<file path="config.mk">
export PLATFORM = sky130hd
export DESIGN_NAME = arxc_key_file
export DESIGN_NICKNAME = d
export VERILOG_FILES = /design/src/design/arx_block_cipher_64_defines.svh /design/src/design/arxc_pkg.sv /design/src/design/arxc_key_file.sv
export SDC_FILE = /design/constraint.sdc
export NUM_CORES = 1
export LEC_CHECK = 0
export BUFFER_PORTS_ARGS = -buffer_cell sky130_fd_sc_hd__buf_2
export CORE_MARGIN = 2
export CORE_UTILIZATION = 35
export CTS_CLUSTER_DIAMETER = 40
export CTS_CLUSTER_SIZE = 30
export DETAILED_ROUTE_END_ITERATION = 6
export HOLD_SLACK_MARGIN = 0.12
export PLACE_DENSITY_LB_ADDON = 0.2
export SLEW_MARGIN = 20
export SYNTH_ARGS = -nofsm -noshare
export SYNTH_HDL_FRONTEND = slang
export SYNTH_SLANG_ARGS = --single-unit
export TNS_END_PERCENT = 1
</file>
<file path="constraint.sdc">
create_clock -name clk -period 1.08 [get_ports clk]
set_clock_uncertainty 0.05 [all_clocks]
set_input_delay 0.216 -clock clk [delete_from_list [all_inputs] [get_ports clk]]
set_output_delay 0.216 -clock clk [all_outputs]
set_load 0.02 [all_outputs]
</file>
<file path="src/design/arx_block_cipher_64_defines.svh">
// Assertion helpers shared by the cipher RTL.
// Each check is clocked on the rising edge and is off while reset is asserted.
`ifndef ARX_BLOCK_CIPHER_64_DEFINES_SVH
`define ARX_BLOCK_CIPHER_64_DEFINES_SVH

// The consequent must hold in the same cycle as the antecedent.
`define ARXC_ASSERT_SAME(lbl, clk, rst_n, ante, cons) \
	lbl: assert property (@(posedge clk) disable iff (!rst_n) (ante) |-> (cons)) \
		else $error("%m: check failed");

// The consequent must hold in the cycle after the antecedent.
`define ARXC_ASSERT_NEXT(lbl, clk, rst_n, ante, cons) \
	lbl: assert property (@(posedge clk) disable iff (!rst_n) (ante) |=> (cons)) \
		else $error("%m: check failed");

`endif

</file>
<file path="src/design/arxc_pkg.sv">
`timescale 1ns / 1ps

package arxc_pkg;

	// Number of rounds; each round is one pipeline stage.
	localparam int NUM_ROUNDS = 32;

	localparam int WORD_W    = 32;
	localparam int NUM_KEYS  = 4;
	localparam int KEY_SEL_W = $clog2(NUM_KEYS);
	localparam int CFG_IDX_W = 8;

	localparam int ROT_X = 8;
	localparam int ROT_Y = 3;

	// Operation codes carried by the mode field.
	localparam logic MODE_ENCRYPT = 1'b0;
	localparam logic MODE_DECRYPT = 1'b1;

	typedef logic [WORD_W-1:0] word_t;
	typedef word_t [NUM_KEYS-1:0] key_arr_t;

	// One request as it enters the block.
	typedef struct packed {
		logic  mode;
		word_t block_x;
		word_t block_y;
	} in_t;

	// One result as it leaves the block.
	typedef struct packed {
		word_t out_x;
		word_t out_y;
	} out_t;

	// Contents of one pipeline stage.
	typedef struct packed {
		logic  valid;
		logic  mode;
		word_t x;
		word_t y;
	} stage_t;

	function automatic word_t rotr(input word_t v, input int n);
		return (v >> n) | (v << (WORD_W - n));
	endfunction

	function automatic word_t rotl(input word_t v, input int n);
		return (v << n) | (v >> (WORD_W - n));
	endfunction

	// Forward round: returns {x, y}.
	function automatic logic [2*WORD_W-1:0] enc_round(input word_t x, input word_t y,
			input word_t k);
		word_t nx;
		word_t ny;
		nx = (rotr(x, ROT_X) + y) ^ k;
		ny = rotl(y, ROT_Y) ^ nx;
		return {nx, ny};
	endfunction

	// Inverse round: returns {x, y}.
	function automatic logic [2*WORD_W-1:0] dec_round(input word_t x, input word_t y,
			input word_t k);
		word_t nx;
		word_t ny;
		ny = rotr(y ^ x, ROT_Y);
		nx = rotl((x ^ k) - ny, ROT_X);
		return {nx, ny};
	endfunction

endpackage

</file>
<file path="src/design/arxc_key_file.sv">
`timescale 1ns / 1ps

module arxc_key_file (
	input  logic                        clk,
	input  logic                        arst_n,
	input  logic                        cfg_valid,
	input  logic                        cfg_ready,
	input  logic [arxc_pkg::CFG_IDX_W-1:0] cfg_index,
	input  arxc_pkg::word_t             cfg_data,
	output arxc_pkg::key_arr_t          keys
);
	import arxc_pkg::*;

	key_arr_t key_q;
	logic     wr_en;

	// A write to an index past the last key word is dropped.
	assign wr_en = cfg_valid && cfg_ready
		&& (cfg_index < CFG_IDX_W'(NUM_KEYS));

	// Key word registers.
	always_ff @(posedge clk or negedge arst_n) begin
		if (!arst_n) begin
			key_q <= '0;
		end else if (wr_en) begin
			key_q[cfg_index[KEY_SEL_W-1:0]] <= cfg_data;
		end
	end

	assign keys = key_q;

endmodule

</file>
==> flow_summary_export.csv, run 1 <==
group,metric,value,unit
logic_synthesis,seq_area_frac_synth,64.6,%
logic_synthesis,synth_fp_nets,319,
floorplan,die_x,123,um
global_route,grt_util_met2,25.8,%
sta,hold_viol_final,0,
logic_synthesis,ys_top_cells_by_area,"dfrtp_1 65%, mux2_2 20%, mux2_4 9.1%",
place,port_buffers,171,
global_route,grt_pass1_vias,3339,
clock_network,clockBufferDepth,2,
sta,finalMaxSlewViolations,0,
logic_synthesis,synth_top_area_cell,"dfrtp_1",
setup_path,startpoint_type,"primary input",
power_and_ir_drop,p_per_area,1560,nW/um2
clock_network,cts.htree.levels,4,
detailed_routing,post_drt_wl_per_cell,17.3,um
cells_and_area,nets,552,
sta,relSlewSlack,80.0,%
setup_path,crit_type,"in -> reg",
setup_path,rr_worst_depth,1,
clock_network,cts_tree,"done",
min_path,min-delay-path-class,"in -> async",
floorplan,rows,43,
global_route,busiest_layer,"met2",
sta,setup_viol,256,
sta,fin_hold_ws,0.182,ns
sta,worst_slack,-0.230,ns
global_route,track_usage,16.3,%
logic_synthesis,ys_ff_latch,128,
logic_synthesis,yosys-top-cells-count,"128 x dfrtp_1, 90 x mux2_2, 30 x mux2_4, 9 x buf_6, 8 x mux2_1",
floorplan,coreArea,13900,um2
logic_synthesis,yosysWarnings,0,
setup_path,cp-end-kind,"flop",
global_route,grt_util_met1,20.8,%
setup_path,r2r_end,"keys[2]$_DFFE_PN0P_",
cells_and_area,n_antenna_cell,0,
floorplan,die_y,123,um
logic_synthesis,synth_cells,275,
logic_synthesis,synth.avg_cell_area,18.0,um2
setup_path,critPathLaunch,"cfg_index[3]",
sta,rsz0062_at_grt,"true",
global_route,overflow,0,
cells_and_area,drive_above_1_share,67.5,%
clock_network,cts-root-buf,"clkbuf_16",
logic_synthesis,synth.top_cell.area_share,64.6,%
detailed_routing,drc,0,
cells_and_area,finalNonFillerCells,700,
power_and_ir_drop,p_leak,0.00422,uW
detailed_routing,drt-initial-drc-count,101,
floorplan,io_pins,172,
sta,period_share,121,%
sta,tightest_slew,0.297,ns
logic_synthesis,ys.flop_type,"dfrtp_1",
setup_path,crit_fanout,13,
place,place_inst,635,
cells_and_area,fillers,1136,
clock_network,cts_sinks,128,
global_route,grt_start_max_net_pins,35,
clock_network,path_clk_slew,0.06,ns
floorplan,initial_core_util,35.7,%
run_status,violations,"negative setup slack",
logic_synthesis,synth_area,4960,um2
clock_network,post_cts.repair.setup_buffers,0,
cells_and_area,area_growth,52.2,%
place,place_hpwl,8270,um
setup_path,r2r_start,"keys[2]$_DFFE_PN0P_",
global_route,antenna_found_initial,0,
logic_synthesis,yosysMostFrequentCell,"dfrtp_1",
place,pre_cts_ws,-0.734,ns
detailed_routing,dr.pass1.iters,4,
detailed_routing,vias_per_cell,4.51,
detailed_routing,wirelength,12100,um
power_and_ir_drop,peakVddDrop,0.000956,V
clock_network,clkLatencyLatePin,0.41,ns
logic_synthesis,synth_edf_count,0,
run,max_cap_viol_count,0,
detailed_routing,detail-route-antenna-nets,0,
clock_network,cts_buffers,17,
setup_path,ff2ff_setup_slack,0.22,ns
logic_synthesis,synth-async-reset-ratio,100,%
global_route,grt_pass1_wl,18400,um
sta,timing.fmax,763,MHz
cells_and_area,largest_reg_flops,128,
detailed_routing,vias,3160,
setup_path,cp.required,1.32,ns
sta,finalSetupTns,-40.82,ns
setup_path,crit_end,"keys[2]$_DFFE_PN0P_",
global_route,use_met3,5.40,%
sta,fin_crit,1.31,ns
run_status,status,"complete, but fails checks",
place,place_congestion,0.703,
setup_path,arrival,1.55,ns
logic_synthesis,synthDistinctLibCells,11,
floorplan,die-area,15100,um2
cells in the final DEF (no fill, tap or decap), drive strengths merged:
cell type,n
buf,193
dfrtp,128
mux2,128
dlygate4sd3,33
clkbuf,27
bufinv,3
and4bb,2
clkinv,2
nand4b,2
nor4,1
nand4,1
critical path: stages:
cell and delay (ns):
buf_6 0.10, nor4_4 0.34, and4bb_4 0.33, clkbuf_16 0.22, mux2_1 0.34
worst min path at each step:
stage	end	slack (ns)	cells past startpoint
floorplan	keys[0]$_DFFE_PN0P_	-0.13	0
global placement	keys[80]$_DFFE_PN0P_	0.08	1
detailed placement	keys[112]$_DFFE_PN0P_	0.07	1
CTS	keys[112]$_DFFE_PN0P_	0.18	2
global route	keys[48]$_DFFE_PN0P_	0.19	2
finish	keys[112]$_DFFE_PN0P_	0.18	2
area by class of cell:
type	instances	area [um2]	share of cell area, %
multi-input cells	134	1760	23.3
well taps	180	225	2.98
clock inverters	5	100	1.33
repair buffers	227	1760	23.3
clock buffers	26	509	6.74
flip-flops and latches	128	3200	42.4
per-layer routing:
metal	routed length, um	share of wire (%)
met1	5350	44
met2	5840	48
met3	735	6.1
met4	178	1.5
met5	0	0
timing repair:
| action | in CTS | in global routing |
|---|---|---|
| hold buffers | 33 | 0 |
| resized for setup | 35 | 86 |
| setup endpoints to repair | 256 | 256 |
| cloned | 0 | 1 |
| endpoints found under the hold margin | 256 | 0 |
metrics by stage:
stage               util [%]  power, uW  cell area, um2
global placement        44.5       5810            6180
global route            54.4      12200            7550
floorplan                  -       5380            4970
detailed placement      44.5       5820            6180
finish                  54.4      11800            7550
CTS                     52.1      11900            7240
power breakdown:
| part | internal, uW | total (uW) | switching [uW] |
|---|---|---|---|
| clock | 3920 | 5870 | 1950 |
| sequential | 4930 | 5010 | 77.1 |
| combinational | 447 | 903 | 456 |
cells by family after synthesis:
logic type / Yosys count / synth area share [%]
buf+inv: 13 / 2.50
flops: 128 / 64.6
mux: 128 / 31.3
simple gates: 6 / 1.61
Note: power is estimated with default switching activity, not from simulation.
==> inputs of run 2 (changes only) <==
ABC_AREA = 1   (was default)
clock period = 1.1 ns   (was 1.08 ns; I/O delays follow)
==> run 2 against run 1 <==
The flow still finishes with violations (negative setup slack). Via count grew 51%. Worst hold slack worse by 0.019 ns. Clock-buffer cell count is 5 lower. Non-clock buffer count is 11 higher. Die area grew 4.0%. Power shrank 2.9%. First-iteration DRC count grew to 2.5 times the previous value. Flip-flop and latch count is the same. Core utilization fell by 1.5 points. Register-to-register slack better by 0.08 ns. Critical path type is now reg -> out. Critical endpoint is now keys[78]. Largest cell class unchanged. Highest routed layer unchanged.
==> flow_summary_export.csv, run 2 <==
group,metric,value,unit
logic_synthesis,seq_area_frac_synth,62.0,%
logic_synthesis,synth.avg_cell_area,9.00,um2
floorplan,coreArea,14500,um2
sta,timing.fmax,808,MHz
logic_synthesis,ys_ff_latch,128,
floorplan,io_pins,172,
sta,fin_hold_ws,0.163,ns
detailed_routing,post_drt_wl_per_cell,16.1,um
detailed_routing,vias,4760,
floorplan,initial_core_util,35.7,%
run,max_cap_viol_count,0,
run_status,status,"complete, but fails checks",
place,place_congestion,0.813,
setup_path,ff2ff_setup_slack,0.30,ns
floorplan,die_y,125,um
clock_network,cts_sinks,128,
global_route,grt_start_max_net_pins,58,
clock_network,cts.htree.levels,4,
run_status,violations,"negative setup slack",
detailed_routing,drt-initial-drc-count,257,
setup_path,critPathMaxStageDelay,0.39,ns
logic_synthesis,synth_area,5160,um2
clock_network,clkLatencyLatePin,0.41,ns
logic_synthesis,ys.flop_type,"dfrtp_1",
place,place_inst,918,
logic_synthesis,synth.top_cell.area_share,62.0,%
sta,setup_viol,128,
place,place_hpwl,10800,um
power_and_ir_drop,pwr-share-clk,48.1,%
setup_path,rr_worst_depth,3,
setup_path,path_delay_family,"flip-flops",
clock_network,cts-root-buf,"clkbuf_16",
logic_synthesis,yosysMostFrequentCell,"nand2_1",
global_route,antenna_found_initial,0,
logic_synthesis,yosysWarnings,0,
sta,rsz0062_at_grt,"true",
min_path,min-delay-path-class,"in -> async",
logic_synthesis,synth-async-reset-ratio,100,%
detailed_routing,detail-route-antenna-nets,0,
cells_and_area,final_common_cell,"nand2_1",
power_and_ir_drop,power.switching,2710,uW
floorplan,die-area,15700,um2
logic_synthesis,ys_top_cells_by_area,"dfrtp_1 62%, nand2_1 19%, nand3_1 13%",
power_and_ir_drop,seqPwrFrac,43.0,%
clock_network,path_clk_slew,0.06,ns
setup_path,arrival,0.97,ns
logic_synthesis,synthDistinctLibCells,13,
power_and_ir_drop,p_leak,0.00444,uW
detailed_routing,vias_per_cell,4.81,
power_and_ir_drop,peakVddDrop,0.000958,V
logic_synthesis,synth_fp_nets,618,
power_and_ir_drop,p_per_area,1490,nW/um2
logic_synthesis,synth_top_area_cell,"dfrtp_1",
logic_synthesis,synth_cells,574,
setup_path,critPathLaunch,"keys[78]$_DFFE_PN0P_",
global_route,grt_pass1_vias,4632,
setup_path,startpoint_type,"flop",
setup_path,crit_end,"keys[78]",
power_and_ir_drop,p_comb_share,8.9,%
setup_path,r2r_end,"keys[32]$_DFFE_PN0P_",
cells_and_area,final_cell_mix,"261 x nand2_1, 129 x nand3_1, 128 x dfrtp_1, 116 x buf_2, 54 x buf_6",
floorplan,die_x,125,um
cells_and_area,largest_reg_flops,128,
detailed_routing,drc,0,
cells_and_area,n_antenna_cell,0,
global_route,overflow,0,
global_route,track_usage,20.7,%
sta,hold_viol_final,0,
sta,tightest_slew,0.247,ns
detailed_routing,dr.pass1.iters,4,
power_and_ir_drop,intPower,8730,uW
setup_path,cp-end-kind,"output pin",
global_route,grt_pass1_wl,25400,um
detailed_routing,wirelength,16000,um
clock_network,cts_buffers,17,
logic_synthesis,yosys-top-cells-count,"261 x nand2_1, 129 x nand3_1, 128 x dfrtp_1, 21 x buf_2, 12 x buf_4",
cells_and_area,area_growth,48.3,%
power_and_ir_drop,total_power,11400,uW
sta,fin_crit,1.24,ns
setup_path,path_buf_inv,1,
cells_and_area,nets,837,
setup_path,path_cells,"buf_2",
floorplan,rows,44,
cells_and_area,finalNonFillerCells,990,
setup_path,r2r_start,"keys[32]$_DFFE_PN0P_",
setup_path,cp.required,0.83,ns
place,port_buffers,171,
setup_path,slowest_stage,"dfrtp_1",
setup_path,crit_fanout,2,
clock_network,clockBufferDepth,2,
logic_synthesis,synth_edf_count,0,
power_and_ir_drop,swShare,23.7,%
sta,relSlewSlack,83.5,%
setup_path,crit_cells,1,
sta,worst_slack,-0.138,ns
clock_network,cts_tree,"done",
cells_and_area,drive_above_1_share,30.9,%
sta,finalMaxSlewViolations,0,
setup_path,crit_type,"reg -> out",
sta,finalSetupTns,-14.86,ns
sta,period_share,113,%
## run 2: changes by cell type in the layout (fill, tap and decap cells not counted), sizes merged, moves of 2 or more
cell,before,now
clkinv,2,6
nand3,0,132
nand2,0,261
nand4b,2,0
mux2,128,0
buf,193,205
nor2,0,8
clkbuf,27,21
clkinvlp,0,3
and4bb,2,0
inv,0,7
## run 2: routing by layer
layer	part of all wire (%)	track usage, %	routed length (um)	up-vias
met2	47	31.9	7470	175
met4	1.0	6.80	162	0
met1	45	28.1	7140	2287
met5	0	0	0	-
li1	-	-	-	2279
met3	7.6	6.38	1210	19
## run 2: timing repair
| item | CTS | global route |
|---|---|---|
| setup buffers | 2 | 5 |
| hold buffers | 33 | 0 |
| gates resized for setup | 70 | 38 |
| setup endpoints to repair | 128 | 128 |
| hold endpoints to repair | 256 | 0 |
## run 2: final cells by class
cell class | instances | area (um2)
multi-input cells | 401 | 1720
fillers | 1344 | 6820
inverters | 7 | 26.3
clock buffers | 21 | 470
well taps | 184 | 230
repair buffers | 238 | 1890
flip-flops and latches | 128 | 3200
clock inverters | 11 | 113
## run 2: through the flow
stage	util, %	worst slack [ns]	cell area, um2
floorplan	-	0.0322	5170
global placement	43.9	-0.229	6360
detailed placement	43.9	-0.234	6360
CTS	51.8	-0.158	7500
global route	52.9	-0.177	7660
finish	52.9	-0.138	7660
## run 2: kinds of logic (layout without fill, tap and decap cells)
logic type,Yosys count,in the layout,synth area share (%)
AND/OR/NAND/NOR,401,401,33.0
flip-flops,128,128,62.0
buffers and inverters,45,277,4.94
## run 2: worst min path at each step
stage	start	slack (ns)	cells past startpoint	end
final	arst_n	0.16	2	keys[35]$_DFFE_PN0P_
after global routing	arst_n	0.16	2	keys[35]$_DFFE_PN0P_
after CTS	arst_n	0.15	2	keys[98]$_DFFE_PN0P_
after detailed placement	arst_n	0.05	1	keys[34]$_DFFE_PN0P_
after global placement	arst_n	0.04	1	keys[35]$_DFFE_PN0P_
after floorplan	arst_n	-0.13	0	keys[0]$_DFFE_PN0P_
## run 2: power groups by stage
stage	Combinational (uW)	Clock [uW]	Sequential (uW)
final	1010	5500	4920
after global routing	1100	5880	4930
after CTS	998	5630	4920
after detailed placement	865	0	4990
after global placement	852	0	4980
after floorplan	188	0	5140
