--- src/design/arx_block_cipher_64_defines.svh ---
// Assertion helpers shared by the cipher RTL.
// Each check is clocked on the rising edge and is off while reset is asserted.
`ifndef ARX_BLOCK_CIPHER_64_DEFINES_SVH
`define ARX_BLOCK_CIPHER_64_DEFINES_SVH

// The consequent must hold in the same cycle as the antecedent.
`define ARXC_ASSERT_SAME(lbl, clk, rst_n, ante, cons) \
	lbl: assert property (@(posedge clk) disable iff (!rst_n) (ante) |-> (cons)) \
		else $error("%m: check failed");

// The consequent must hold in the cycle after the antecedent.
`define ARXC_ASSERT_NEXT(lbl, clk, rst_n, ante, cons) \
	lbl: assert property (@(posedge clk) disable iff (!rst_n) (ante) |=> (cons)) \
		else $error("%m: check failed");

`endif

--- src/design/arxc_pkg.sv ---
`timescale 1ns / 1ps

package arxc_pkg;

	// Number of rounds; each round is one pipeline stage.
	localparam int NUM_ROUNDS = 32;

	localparam int WORD_W    = 32;
	localparam int NUM_KEYS  = 4;
	localparam int KEY_SEL_W = $clog2(NUM_KEYS);
	localparam int CFG_IDX_W = 8;

	localparam int ROT_X = 8;
	localparam int ROT_Y = 3;

	// Operation codes carried by the mode field.
	localparam logic MODE_ENCRYPT = 1'b0;
	localparam logic MODE_DECRYPT = 1'b1;

	typedef logic [WORD_W-1:0] word_t;
	typedef word_t [NUM_KEYS-1:0] key_arr_t;

	// One request as it enters the block.
	typedef struct packed {
		logic  mode;
		word_t block_x;
		word_t block_y;
	} in_t;

	// One result as it leaves the block.
	typedef struct packed {
		word_t out_x;
		word_t out_y;
	} out_t;

	// Contents of one pipeline stage.
	typedef struct packed {
		logic  valid;
		logic  mode;
		word_t x;
		word_t y;
	} stage_t;

	function automatic word_t rotr(input word_t v, input int n);
		return (v >> n) | (v << (WORD_W - n));
	endfunction

	function automatic word_t rotl(input word_t v, input int n);
		return (v << n) | (v >> (WORD_W - n));
	endfunction

	// Forward round: returns {x, y}.
	function automatic logic [2*WORD_W-1:0] enc_round(input word_t x, input word_t y,
			input word_t k);
		word_t nx;
		word_t ny;
		nx = (rotr(x, ROT_X) + y) ^ k;
		ny = rotl(y, ROT_Y) ^ nx;
		return {nx, ny};
	endfunction

	// Inverse round: returns {x, y}.
	function automatic logic [2*WORD_W-1:0] dec_round(input word_t x, input word_t y,
			input word_t k);
		word_t nx;
		word_t ny;
		ny = rotr(y ^ x, ROT_Y);
		nx = rotl((x ^ k) - ny, ROT_X);
		return {nx, ny};
	endfunction

endpackage

--- src/design/arxc_round.sv ---
`timescale 1ns / 1ps

module arxc_round (
	input  logic             clk,
	input  logic             arst_n,
	input  arxc_pkg::stage_t stage_in,
	input  arxc_pkg::word_t  enc_key,
	input  arxc_pkg::word_t  dec_key,
	output arxc_pkg::stage_t stage_out
);
	import arxc_pkg::*;

	logic [2*WORD_W-1:0] enc_res;
	logic [2*WORD_W-1:0] dec_res;
	logic                valid_s1;
	logic                mode_s1;
	word_t               x_s1;
	word_t               y_s1;

	// Both directions are computed; the mode bit picks one.
	always_comb begin
		enc_res = enc_round(stage_in.x, stage_in.y, enc_key);
		dec_res = dec_round(stage_in.x, stage_in.y, dec_key);
	end

	// Valid bit is control state and is reset.
	always_ff @(posedge clk or negedge arst_n) begin
		if (!arst_n) begin
			valid_s1 <= 1'b0;
		end else begin
			valid_s1 <= stage_in.valid;
		end
	end

	// Payload registers load every cycle.
	always_ff @(posedge clk) begin
		mode_s1 <= stage_in.mode;
		if (stage_in.mode == MODE_DECRYPT) begin
			{x_s1, y_s1} <= dec_res;
		end else begin
			{x_s1, y_s1} <= enc_res;
		end
	end

	assign stage_out = '{valid: valid_s1, mode: mode_s1, x: x_s1, y: y_s1};

endmodule

--- config.mk ---
export PLATFORM = sky130hd
export DESIGN_NAME = arxc_round
export DESIGN_NICKNAME = d
export VERILOG_FILES = /design/src/design/arx_block_cipher_64_defines.svh /design/src/design/arxc_pkg.sv /design/src/design/arxc_round.sv
export SDC_FILE = /design/constraint.sdc
export NUM_CORES = 1
export LEC_CHECK = 0
export ABC_AREA = 1
export BUFFER_PORTS_ARGS = -buffer_cell sky130_fd_sc_hd__clkbuf_2
export CAP_MARGIN = 20
export CORE_ASPECT_RATIO = 1.4
export CORE_MARGIN = 2
export CORE_UTILIZATION = 30
export DETAILED_ROUTE_END_ITERATION = 8
export PLACE_DENSITY_LB_ADDON = 0.25
export SLEW_MARGIN = 20
export SYNTH_ARGS = -nofsm -noshare
export SYNTH_HDL_FRONTEND = slang
export SYNTH_SLANG_ARGS = --single-unit
--- constraint.sdc ---
create_clock -name clk -period 0.8 [get_ports clk]
set_input_delay 0.04 -clock clk [delete_from_list [all_inputs] [get_ports clk]]
set_output_delay 0.04 -clock clk [all_outputs]
set_load 0.005 [all_outputs]
==> flow_summary.ini, run 1 <==
[outcome]
status = complete, but fails checks
violations = setup timing

[clocking]
cts_tree = done
clock_path_buffers = 2
cts_sinks = 66
clkTransAtPathRegs_ns = 0.07
htree_levels = 3
cts-buffers-inserted = 9
cts_root_buf = clkbuf_16

[pwr]
power.density_nw_per_um2 = 1600
leakage_uw = 0.00859
ir_drop_v = 0.00112

[floorplanning]
die_x_um = 142
die-area_um2 = 28000
io-pin-count = 198
core_um2 = 26200
die_h_um = 197
start_util_pct = 30.5
num_rows = 70

[global_routing]
grt_pass1_wl_mm = 59.7
antenna_found_initial = 0
grt_use_total_pct = 28.8
grt_overflow = 0
grt_max_degree = 38
grt_pass1_vias = 10786

[drt]
drtAntennaViolNets = 0
vias = 10945
drt_iter0_drc = 643
wl_per_cell_um = 20.1
wirelength_mm = 44.1
first_pass_iters = 5
routed_via_density = 5.00
drc_errors = 0

[layout]
layout.nets = 2056
fin_area_um2 = 17300
layout-drive-gt1-share_pct = 66.4
multi_input_area_um2 = 9650
regArea_um2 = 1380
layout_common_cells = 235 x buf_4, 186 x nand2_1, 165 x inv_1, 144 x nand2_2, 123 x clkbuf_2
syn2layout_area_growth_pct = 116
fillers = 2046
layout_commonest_cell = buf_4
antenna_cells = 0

[sta]
clock.fmax_ghz = 0.612
rsz0062_at_grt = yes
final_max_slew_viol_count = 0
setup_tns_ns = -45.25
fin_ws_ns = -0.835
finalHoldViolCount = 0
worst_pin_slew_ns = 0.518
setup_viol = 118
fin_crit_ns = 1.64
post-route-period-util_pct = 204
relSlewSlack_pct = 65.2

[synth]
yosys_warnings = 0
syn_nets = 1533
ys_seq_area_share_pct = 16.6
synth.ff_latch_count = 66
syn_inst = 1337
dominantRegCellSynth = dfxtp_1
syn_avg_cell_area_um2 = 5.98
postSynth.asyncResetShare_pct = 1.52
synth_edf_count = 0
ys_types = 39
synthesis.area_um2 = 7990

[setup_path]
crit_chain = clkbuf_16, xor2_4, ha_2, inv_2, fa_2, nand2_1, nand2_1, o21ai_2, o21ai_2, nand3_2, nand2_4, nand2_2, nand2_2, nand2_2, nand3_2, nand2_1
crit_arrival_ns = 1.94
cpPeakStageDelay_ns = 0.36
cp_max_fo = 4
endpoint_kind = flip-flop
critPathLaunchType = input pin
crit_slowest_cell = fa_2
crit_buf_inv = 2
critical_path_class = input pin to flip-flop
crit_family = simple AND/OR/NAND/NOR gates
crit_required_ns = 1.10

[placed_design]
gp_congestion = 0.973
postPlaceCellArea_um2 = 12100
port_buffers = 197
dp_hpwl_mm = 33.9

[flow_run]
maxCapViolCount = 0

[hold_path]
hold_path.class = input pin to flip-flop
routing by layer:
metal | global-route usage (%) | vias up | share of wire, %
met3 | 2.81 | 170 | 4.0
met5 | 0 | - | 0
met4 | 17.3 | 0 | 7.7
li1 | - | 5173 | -
met1 | 31.7 | 5151 | 37
met2 | 52.9 | 451 | 52
tightest hold or removal path, stage by stage:
cell	delay, ns
buf_8	0.09
buf_4	0.13
o21ai_2	0.06
inv_1	0.04
cells in the mapped netlist (3+ instances only):
library cell | n | area share, %
or2_2 | 10 | 0.78
o21ai_0 | 56 | 3.5
nand3b_1 | 17 | 1.6
a21o_1 | 8 | 0.75
o21bai_1 | 6 | 0.56
clkbuf_1 | 9 | 0.42
nand2_2 | 17 | 1.3
a21oi_1 | 59 | 3.7
dfxtp_1 | 65 | 16
xnor2_1 | 37 | 4.1
nor2_2 | 3 | 0.23
nand4_1 | 12 | 0.94
nor3_1 | 11 | 0.69
nor2_1 | 90 | 4.2
xor2_1 | 91 | 10
ha_1 | 62 | 9.7
or2_1 | 4 | 0.31
nand3_2 | 10 | 1.3
inv_1 | 236 | 11
o21a_1 | 10 | 0.94
buf_2 | 4 | 0.25
o21ai_2 | 3 | 0.33
a22oi_1 | 3 | 0.28
buf_4 | 3 | 0.28
nand3_1 | 75 | 4.7
nand2_1 | 418 | 20
through the flow:
| stage | hold slack [ns] | power (uW) | util [%] | cells | setup WS [ns] |
|---|---|---|---|---|---|
| 2_1_floorplan | -0.256 | 10500 | - | 1337 | -0.795 |
| 3_3_place_gp | -0.186 | 16700 | 46.1 | 2112 | -1.53 |
| 3_5_place_dp | -0.184 | 16700 | 46.1 | 2112 | -1.53 |
| 4_1_cts | 0.0281 | 24500 | 57.9 | 2153 | -0.773 |
| 5_1_grt | 0.0493 | 28800 | 66.0 | 2189 | -0.947 |
| 6_report | 0.0220 | 27600 | 66.0 | 2189 | -0.835 |
sequential cells by signal (all words and copies together) (netlist names):
register	flops
x_s1	32
y_s1	32
mode_s1	1
valid_s1	1
path summary, 6_finish.rpt:
path,from,endpoint,cells past startpoint
setup / recovery,stage_in[35],x_s1[6],16
hold / removal,stage_in[17],y_s1[20],4
max in group asynchronous,arst_n,valid_s1,3
min in group asynchronous,arst_n,valid_s1,3
layout make-up:
type | count | area share, %
clock buffer | 9 | 1.30
clock inverter | 7 | 0.717
inverter | 238 | 5.45
multi-input combinational | 1015 | 55.9
sequential | 66 | 7.98
tap | 324 | 2.35
timing repair buffer | 530 | 26.4
cells by family after synthesis:
family	synth area share, %
AOI/OAI and AO/OA	10.6
xor gates and xnor gates	14.4
adders and majority gates	10.2
buffers and inverters	12.2
DFF	16.6
and+or+nand+nor	35.9
report_power, final:
| part | internal [uW] | total [uW] | leakage [uW] | switching (uW) |
|---|---|---|---|---|
| sequential | 4150 | 4450 | 0.000561 | 301 |
| combinational | 8650 | 18300 | 0.00787 | 9640 |
| clock | 3070 | 4860 | 0.000167 | 1780 |
| total | 15900 | 27600 | 0.00859 | 11700 |
what timing repair did:
action / 4_1_cts / 5_1_grt
buffers inserted: 31 / 38
hold buffers: 4 / 1
resized for setup: 594 / 459
gates cloned: 0 / 0
hold endpoints to repair: 3 / 1
endpoints found under the setup margin: 130 / 130
pin swaps: 167 / 274
(Power assumes the default switching activity.)
==> run 2: changes to the inputs <==
--- a/config.mk
+++ b/config.mk
@@ -12,6 +12,7 @@
 export CORE_MARGIN = 2
 export CORE_UTILIZATION = 30
 export DETAILED_ROUTE_END_ITERATION = 8
+export GPL_TIMING_DRIVEN = 0
 export PLACE_DENSITY_LB_ADDON = 0.25
 export SLEW_MARGIN = 20
 export SYNTH_ARGS = -nofsm -noshare
==> flow_summary.ini, run 2 (synthesis gave the netlist of run 1 again) <==
[clocking]
clkTransAtPathRegs_ns = 0.06
cts-buffers-inserted = 9
htree_levels = 3
clock_path_buffers = 2
cts_sinks = 66
cts_tree = done
cts_root_buf = clkbuf_16

[layout]
antenna_cells = 0
syn2layout_area_growth_pct = 87.6
layout.nets = 1863
layout_commonest_cell = nand2_1
fin_util_pct = 57.3
fin_area_um2 = 15000
layout_common_cells = 260 x nand2_1, 189 x inv_1, 118 x nand2_2, 114 x clkbuf_2, 86 x buf_4
layout-drive-gt1-share_pct = 56.0

[sta]
fin_crit_ns = 1.67
rsz0062_at_grt = yes
worst_pin_slew_ns = 0.808
final_max_slew_viol_count = 0
fin_ws_ns = -0.867
finalHoldViolCount = 0
relSlewSlack_pct = 46.1
post-route-period-util_pct = 208
setup_viol = 118
clock.fmax_ghz = 0.600

[setup_path]
endpoint_kind = flip-flop
crit_required_ns = 1.04
cp_max_fo = 4
critPathLaunchType = input pin
crit_arrival_ns = 1.91
critical_path_class = input pin to flip-flop

[global_routing]
grt_overflow = 0
use_met1_pct = 30.0
grt_max_degree = 14
grt_pass1_vias = 10084
grtUsageMet2_pct = 51.6
use_met3_pct = 3.13
antenna_found_initial = 0
grt_pass1_wl_mm = 57.2
grt_use_total_pct = 27.8
top_usage_layer = met2

[placed_design]
gp_congestion = 0.940
dp_hpwl_mm = 32.0
port_buffers = 197
postPlaceCellArea_um2 = 10100

[outcome]
status = complete, but fails checks
violations = setup timing

[flow_run]
maxCapViolCount = 0

[drt]
first_pass_iters = 5
drtAntennaViolNets = 0
wl_per_cell_um = 20.3
vias = 10156
drc_errors = 0
routed_via_density = 5.09
wirelength_mm = 40.5
drt_iter0_drc = 710

[floorplanning]
core_um2 = 26200
die-area_um2 = 28000
start_util_pct = 30.5
num_rows = 70
die_x_um = 142
io-pin-count = 198
die_h_um = 197

[pwr]
ir_drop_v = 0.00105
leakage_uw = 0.00720
power.density_nw_per_um2 = 1640

[hold_path]
hold_path.class = input pin to flip-flop
min_delay_path_depth = 3
run 2: cell count changes in the layout (fill, tap and decap cells not counted), sizes merged:
cell	previous run	this run
buf	374	156
clkbuf	160	180
dlygate4sd3	5	10
bufinv	3	1
clkinv	1	3
clkinvlp	1	3
inv	240	238
run 2: cell type report:
type,instances,area (um^2)
buffer,16,93.8
inverter,238,906
sequential,66,1370
clock inverter,7,78.8
multi-input combinational,1015,9180
timing repair buffer,321,2730
fill,2241,11200
clock buffer,9,225
tap,324,405
run 2: power breakdown:
part           total (uW)  internal (uW)  switching (uW)
Sequential           4350           4120             221
Clock                4220           2430            1790
Combinational       16000           7060            8980
Total               24600          13600           11000
run 2: worst max-delay path, cell delays in order:
cell       delay [ns]
clkbuf_16        0.15
xnor2_4          0.15
ha_2             0.20
inv_2            0.04
fa_2             0.35
nand2_2          0.09
nand2_2          0.06
o21ai_4          0.11
o21ai_4          0.12
nand2_1          0.09
nand2_2          0.10
nand2_2          0.11
nand3b_1         0.11
nand3_2          0.11
nand2_2          0.07
run 2: worst paths after layout:
check | start | endpoint | slack [ns]
max | stage_in[32] | x_s1[28] | -0.87
min | stage_in[7] | y_s1[4] | 0.03
max in group asynchronous | arst_n | valid_s1 | 0.19
min in group asynchronous | arst_n | valid_s1 | 0.51
run 2: routing by layer:
metal / part of all wire [%] / vias up
li1: - / 4777
met1: 36 / 4766
met2: 51 / 454
met3: 4.8 / 159
met4: 7.9 / 0
met5: 0 / -
run 2: what timing repair did:
action / 4_1_cts / 5_1_grt
resized for setup: 534 / 317
endpoints found under the hold margin: 9 / 0
setup buffers: 82 / 37
hold buffers: 10 / 0
setup endpoints to repair: 130 / 129
pin swaps: 148 / 150
run 2: stage by stage:
step | power (uW) | hold slack (ns) | worst slack [ns] | setup TNS (ns) | std cells
floorplan | 10500 | -0.256 | -0.795 | -36.74 | 1337
global placement | 14200 | -0.186 | -1.52 | -76.15 | 1858
detailed placement | 14300 | -0.184 | -1.48 | -76.73 | 1858
CTS | 22100 | 0.0478 | -0.838 | -38.86 | 1964
global route | 25700 | 0.0369 | -0.911 | -46.19 | 1996
finish | 24600 | 0.0264 | -0.867 | -41.63 | 1996
==> run 3: changes to the inputs <==
==> constraint.sdc (replaced) <==
create_clock -name clk -period 1.5 [get_ports clk]
set_input_delay 0.075 -clock clk [delete_from_list [all_inputs] [get_ports clk]]
set_output_delay 0.075 -clock clk [all_outputs]
set_load 0.005 [all_outputs]
==> flow_summary.ini, run 3 (synthesis gave the netlist of run 1 again) <==
[outcome]
status = complete, but fails checks
violations = setup timing

[clocking]
cts_tree = done
clkTransAtPathRegs_ns = 0.06
clock_path_buffers = 2
cts_sinks = 66
htree_levels = 3
cts-buffers-inserted = 9
cts_root_buf = clkbuf_16

[sta]
fin_crit_ns = 1.66
finalHoldViolCount = 0
clock.fmax_ghz = 0.604
fin_ws_ns = -0.156
whs_ns = 0.0204
post-route-period-util_pct = 110
setup_viol = 20
final_max_slew_viol_count = 0
worst_pin_slew_ns = 0.635
relSlewSlack_pct = 57.3
rsz0062_at_grt = yes

[setup_path]
crit_family = adder cells
cp_max_fo = 3
endpoint_kind = flip-flop
crit_required_ns = 1.74
crit_arrival_ns = 1.90
crit_chain = clkbuf_16, xor2_4, ha_2, inv_2, fa_2, nand2_2, nand2_2, o21ai_4, o21ai_4, buf_6, nand2_2, nand2_2, xor2_1, o21a_1
critical_path_class = input pin to flip-flop
cpMostUsedCell = nand2_2
crit_buf_inv = 3
cpPeakStageDelay_ns = 0.35
critPathLaunchType = input pin
crit_slowest_cell = fa_2

[global_routing]
grt_max_degree = 14
grt_use_total_pct = 26.9
grt_pass1_wl_mm = 54.7
antenna_found_initial = 0
grt_pass1_vias = 9369
grt_overflow = 0

[placed_design]
gp_congestion = 0.939
dp_slack_ns = -0.914
dp.cells = 1858
port_buffers = 197
dp_hpwl_mm = 32.6

[drt]
drc_errors = 0
first_pass_iters = 5
drtAntennaViolNets = 0
wl_per_cell_um = 20.2
vias = 9716
drt_iter0_drc = 602
routed_via_density = 4.97
wirelength_mm = 39.4

[layout]
layout.nets = 1820
antenna_cells = 0
fin_util_pct = 51.8
stdcell_count = 1953
syn2layout_area_growth_pct = 69.7
layout-drive-gt1-share_pct = 46.2
layout_common_cells = 301 x nand2_1, 203 x inv_1, 138 x clkbuf_2, 97 x nand2_2, 77 x buf_4
fillers = 2517
layout_commonest_cell = nand2_1

[floorplanning]
io-pin-count = 198
die-area_um2 = 28000
die_h_um = 197
start_util_pct = 30.5
die_x_um = 142
core_um2 = 26200
num_rows = 70

[flow_run]
maxCapViolCount = 0

[pwr]
leakage_uw = 0.00664
power_uw = 12400
ir_drop_v = 0.000627
power.density_nw_per_um2 = 917

[hold_path]
hold_path.class = input pin to async pin
==> run 3: timing repair <==
action | in CTS | in global routing
buffers inserted | 31 | 41
setup endpoints to repair | 56 | 53
pin swaps | 75 | 125
resized for setup | 346 | 341
hold buffers | 5 | 2
hold endpoints to repair | 5 | 2
==> run 3: path summary, 6_finish.rpt <==
check	from	endpoint	slack [ns]	cells after the start
setup / recovery	stage_in[35]	x_s1[24]	-0.16	14
hold / removal	arst_n	valid_s1	0.02	2
max in group asynchronous	arst_n	valid_s1	1.39	2
min in group clk	stage_in[19]	y_s1[22]	0.03	4
==> run 3: where the power goes <==
group	internal (uW)	switching [uW]	total [uW]
sequential	2160	118	2280
combinational	3180	4400	7590
clock	1640	938	2580
total	6980	5460	12400
==> run 3: metal layers <==
layer | vias up | global-route usage [%] | wire, um
li1 | 4704 | - | -
met1 | 4557 | 29.4 | 14800
met2 | 332 | 49.6 | 20400
met3 | 123 | 2.91 | 1400
met4 | 0 | 16.3 | 2830
met5 | - | 0 | 0
==> run 3: stage by stage <==
| stage | TNS, ns | cell area, um^2 |
|---|---|---|
| floorplan | -1.08 | 8210 |
| CTS | -1.54 | 11900 |
| detailed placement | -38.11 | 9600 |
| global route | -3.48 | 13600 |
| finish | -1.45 | 13600 |
| global placement | -37.83 | 9600 |
==> run 3: area by class of cell <==
| type | count | area (um^2) | area share [%] |
|---|---|---|---|
| Tap cell | 324 | 405 | 2.99 |
| Sequential cell | 66 | 1330 | 9.78 |
| Clock buffer | 9 | 225 | 1.66 |
| Buffer | 18 | 88.8 | 0.655 |
| Clock inverter | 7 | 125 | 0.923 |
| Inverter | 238 | 898 | 6.62 |
| Multi-Input combinational cell | 1015 | 8480 | 62.5 |
| Timing Repair Buffer | 276 | 2010 | 14.8 |
